### src/rtl/osm_pkg.sv
// Shared types and constants for the order statistic multiset.
`default_nettype none
package osm_pkg;

	localparam int KeyWidth  = 32;
	localparam int RankWidth = 11;

	localparam logic ACT_INSERT = 1'b0;
	localparam logic ACT_QUERY  = 1'b1;

	typedef enum logic [1:0] {
		ST_OK    = 2'd0,
		ST_RANGE = 2'd1,
		ST_FULL  = 2'd2
	} status_t;

	typedef logic signed [KeyWidth-1:0] key_t;

	typedef struct packed {
		logic insert;
		key_t key;
	} cell_ctl_t;

endpackage
`default_nettype wire

### src/rtl/osm_cell.sv
// One cell of the sorted key chain, with its stage of the readout chain.
`default_nettype none
module osm_cell
	import osm_pkg::*;
(
	input  wire logic      clk,
	input  wire logic      arst_n,
	input  wire cell_ctl_t ctl,
	input  wire logic      occupied,
	input  wire logic      at_end,
	input  wire logic      sel,
	input  wire key_t      prev_key,
	input  wire logic      prev_gt,
	input  wire key_t      next_rd_data,
	input  wire logic      next_rd_valid,
	output key_t           key,
	output logic           gt,
	output key_t           rd_data,
	output logic           rd_valid
);

	key_t key_q;
	key_t rd_data_q;
	logic rd_valid_q;

	assign gt = occupied && (key_q > ctl.key);

	always_ff @(posedge clk) begin
		if (ctl.insert) begin
			if (prev_gt) begin
				key_q <= prev_key;
			end else if (gt || at_end) begin
				key_q <= ctl.key;
			end
		end
		rd_data_q <= sel ? key_q : next_rd_data;
	end

	always_ff @(posedge clk or negedge arst_n) begin
		if (!arst_n) begin
			rd_valid_q <= 1'b0;
		end else begin
			rd_valid_q <= sel | next_rd_valid;
		end
	end

	assign key      = key_q;
	assign rd_data  = rd_data_q;
	assign rd_valid = rd_valid_q;

endmodule
`default_nettype wire

### config.mk
export PLATFORM = sky130hd
export DESIGN_NAME = osm_cell
export DESIGN_NICKNAME = d
export VERILOG_FILES = /design/src/rtl/osm_pkg.sv /design/src/rtl/osm_cell.sv
export SDC_FILE = /design/constraint.sdc
export NUM_CORES = 1
export LEC_CHECK = 0
export ABC_AREA = 1
export BUFFER_PORTS_ARGS = -buffer_cell sky130_fd_sc_hd__buf_4
export CORE_UTILIZATION = 41
export CTS_CLUSTER_DIAMETER = 200
export DETAILED_ROUTE_END_ITERATION = 8
export HOLD_SLACK_MARGIN = 0.02
export PLACE_DENSITY_LB_ADDON = 0.15
export SYNTH_ARGS = -nofsm -noshare
export SYNTH_HDL_FRONTEND = slang
export SYNTH_SLANG_ARGS = --single-unit
### constraint.sdc
create_clock -name clk -period 2.85 [get_ports clk]
set_clock_uncertainty 0.15 [all_clocks]
set_input_delay 0.7125 -clock clk [delete_from_list [all_inputs] [get_ports clk]]
set_output_delay 0.7125 -clock clk [all_outputs]
set_load 0.005 [all_outputs]
==> summary.md <==
| Metric | Value |
|---|---|
| Async set or reset register ratio after synthesis | `about 1.5%` |
| Highest metal used | `met4` |
| Synth cell types | `24` |
| DP Wirelength | `6410 µm` |
| Post-synthesis mux area share | `less than 1%` |
| Post-route cell area | `0.00532 mm²` |
| Ys flop type | `edfxtp_1` |
| Synth Register Bits | `65` |
| Gpl congestion | `approximately 0.75` |
| Post-route ant nets | `0` |
| CTS H-tree depth | `3` |
| Fin nets | `~700` |
| Max-slew violations | `0` |
| Worst r2r src | `key[21]` |
| Hold crit path type | `flop to flop` |
| Setup repair after global routing missed its margin | `yes` |
| Setup WS pre-CTS | `-0.119 ns` |
| Crit-path max cell delay | `~0.20 ns` |
| Met2 WL | `~4600 µm` |
| Area Overhead vs Synth | `63.8%` |
| First-pass GRT wire length | `around 14000 µm` |
| CTS Root Cell | `clkbuf_8` |
| Drt drc | `0` |
| Post-Route WL | `~9000 µm` |
| Initial Utilization | `between 40 and 50%` |
| Post-Syn Area | `0.00325 mm²` |
| PortBufs | `around 170` |
| CP required | `1.99 ns` |
| Slew HR | `roughly half` |
| Yosys warning total | `0` |
| Xor-xnor portion of the synthesized cell area | `0%` |
| Syn Inst Count | `between 300 and 400` |
| Die Area | `0.00828 mm²` |
| Post-Synth Simple-Gate Area | `between 20% and 30%` |
| Cell Area, Placed | `~0.0047 mm²` |
| DR vias | `roughly 3200` |
| Antenna violations before repair | `0` |
| Post-Synth Adder-Cell Area | `12.3%` |
| Fmax | `0.350 GHz` |
| Filler Cell Count | `roughly 650` |
| Worst-Margin Slew | `between 0.7 and 0.8 ns` |
| Number of global-route vias before repair | `~3200` |
| Final min period | `~2.9 ns` |
| Final setup violation count | `1` |
| Sequential-to-total area share from yosys stat | `50.1%` |
| Drt pass-1 iters | `4` |
| Crit path arrival time | `2.00 ns` |
| CTS Buffer Depth | `2` |
| Pwr per Cell Area | `471 mW/mm²` |
| EDFF count, synth | `32` |
| Width of the die | `between 90 and 100 µm` |
| Met3 wire length | `626 µm` |
| Latest clock arrival within the worst-skew pair | `0.33 ns` |
| M1 WL | `~3800 µm` |
| Slack of the critical path | `-0.00843 ns` |
| Worst-path fanout max | `2` |
| Final hold vios | `0` |
| Synth Area in Compound Gates | `under 10%` |
| Setup CP Type | `input port to output port` |
| CP Launch Point | `ctl[23]` |
| Max Cap Viol | `0` |
| GR Util All Layers | `between 20 and 25%` |
| Diode count | `0` |
| CP cell instances | `buf_4, inv_2, ha_4, a21oi_1, o21a_1, nand2_2, a21oi_2, nand2_1, nand2_1, nand3_2, inv_2, buf_6` |
| Startpoint Class | `input port` |
| Row cnt | `32` |
| DR vias/cell | `about 4.6` |
| Failing checks | `setup timing` |
| Clk sink count | `65` |
| Initial DRC count | `between 80 and 90` |
| Critical-path top delay cell | `ha_4` |
| HP Start | `key[30]` |
| CTS tree | `done` |
| Number of CTS-inserted buffers | `9` |
| Status | `complete, but fails checks` |
| Io pins | `170` |
| Largest family of logic cells by synthesized area | `simple AND/OR/NAND/NOR gates` |
| Core Area | `between 0.007 and 0.008 mm²` |
| Ratio of cells with drive above 1 in the final layout | `a little under half` |
| Pin count of the biggest net entering global routing | `between 50 and 60` |
| CP endpoint kind | `output port` |
| GRT overflow | `0` |
| Syn Area/Cell | `8.30 µm²` |
| Post-Syn Nets | `between 500 and 600` |
| Die height | `~91 µm` |
| Finished Layout Cells | `roughly 690` |
| Leakage | `around 0.0027 µW` |
| WL per Instance | `approximately 13 µm` |
| Placed insts | `656` |
| Max IR drop VDD | `roughly 0.30 mV` |
| Clk slew on worst S/H paths | `around 0.070 ns` |
| Final period utilization | `100%` |
registers in the layout, summed over array words and instances (netlist names):
signal	cells
key	32
rd_data	32
rd_valid	1
cells in the final DEF (no fill, tap or decap), drive strengths merged:
master       instances
buf                190
nand2              165
inv                 44
o21ai               34
edfxtp              32
dfxtp               32
ha                  32
a21oi               15
clkbuf              11
nor2                11
clkinv               3
nand3                3
o21a                 2
clkinvlp             2
nand4                2
mux2                 1
or2                  1
a21o                 1
bufinv               1
dlygate4sd3          1
dfrtp                1
cell usage after synthesis, drive strengths merged, types with 2 or more instances:
cell type / count / share of area (%)
nor2: 11 / 1.4
inv: 44 / 5.1
ha: 32 / 12
nand2: 165 / 19
nand3: 3 / 0.62
o21ai: 34 / 5.2
buf: 3 / 0.39
o21a: 2 / 0.46
clkbuf: 11 / 1.3
dfxtp: 32 / 20
edfxtp: 32 / 30
a21oi: 15 / 2.4
nand4: 2 / 0.58
cell families after synthesis:
kind of cell               Yosys count
AOI/OAI and AO/OA                   52
adders and majority gates           32
buffers and inverters               59
DFF                                 65
muxes                                1
and+or+nand+nor                    182
timing repair:
item	4_1_cts	5_1_grt
setup endpoints to repair	1	1
hold endpoints to repair	1	0
pin swaps	44	16
buffers inserted	10	3
resized for setup	60	14
hold buffers	1	0
cell type report:
type | instances | area [µm²] | share of cell area, %
Clock inverter | 5 | 55.1 | 1.04
Tap cell | 102 | 128 | 2.40
Multi-Input combinational cell | 267 | 1710 | 32.1
Inverter | 45 | 185 | 3.48
Clock buffer | 11 | 141 | 2.66
Sequential cell | 65 | 1630 | 30.6
Timing Repair Buffer | 191 | 1470 | 27.7
metal layers:
metal / up-vias / track usage (%)
li1: 1623 / -
met1: 1437 / 27.3
met2: 111 / 38.4
met3: 12 / 5.19
met4: 0 / 7.14
met5: - / 0
metrics by stage:
| stage | hold slack, ns | utilization [%] | power, µW | setup TNS, ns |
|---|---|---|---|---|
| finish | 0.363 | 69.2 | 2500 | -0.00843 |
| global route | 0.403 | 69.2 | 2630 | -0.128 |
| CTS | 0.366 | 68.2 | 2490 | 0 |
| detailed placement | 0.339 | 60.9 | 1630 | -3.39 |
| global placement | 0.339 | 60.9 | 1620 | -3.03 |
| floorplan | 0.267 | - | 1330 | 0 |
critical path, delay by kind of cell:
family	cells	cell delay, ns
compound gates	3	0.42
buf+inv	4	0.35
fa+ha+maj	1	0.20
simple gates	4	0.30
final timing paths:
| check | cells after the start | to | slack (ns) |
|---|---|---|---|
| worst max-delay path | 12 | gt | -0.008 |
| worst min-delay path | 2 | rd_data[30] | 0.36 |
| worst max register to register | 12 | key[23] | 0.24 |
| worst min register to register | 2 | rd_data[30] | 0.36 |
| max in group asynchronous | 2 | rd_valid | 1.92 |
| min in group asynchronous | 2 | rd_valid | 0.55 |
power breakdown:
group / switching [µW] / internal, µW / total [µW] / leakage (µW)
registers: 46.0 / 1070 / 1110 / 0.000592
clock network: 368 / 426 / 793 / 0.0000953
logic: 259 / 339 / 598 / 0.00196
No activity file was read; power rests on OpenSTA's default activity.
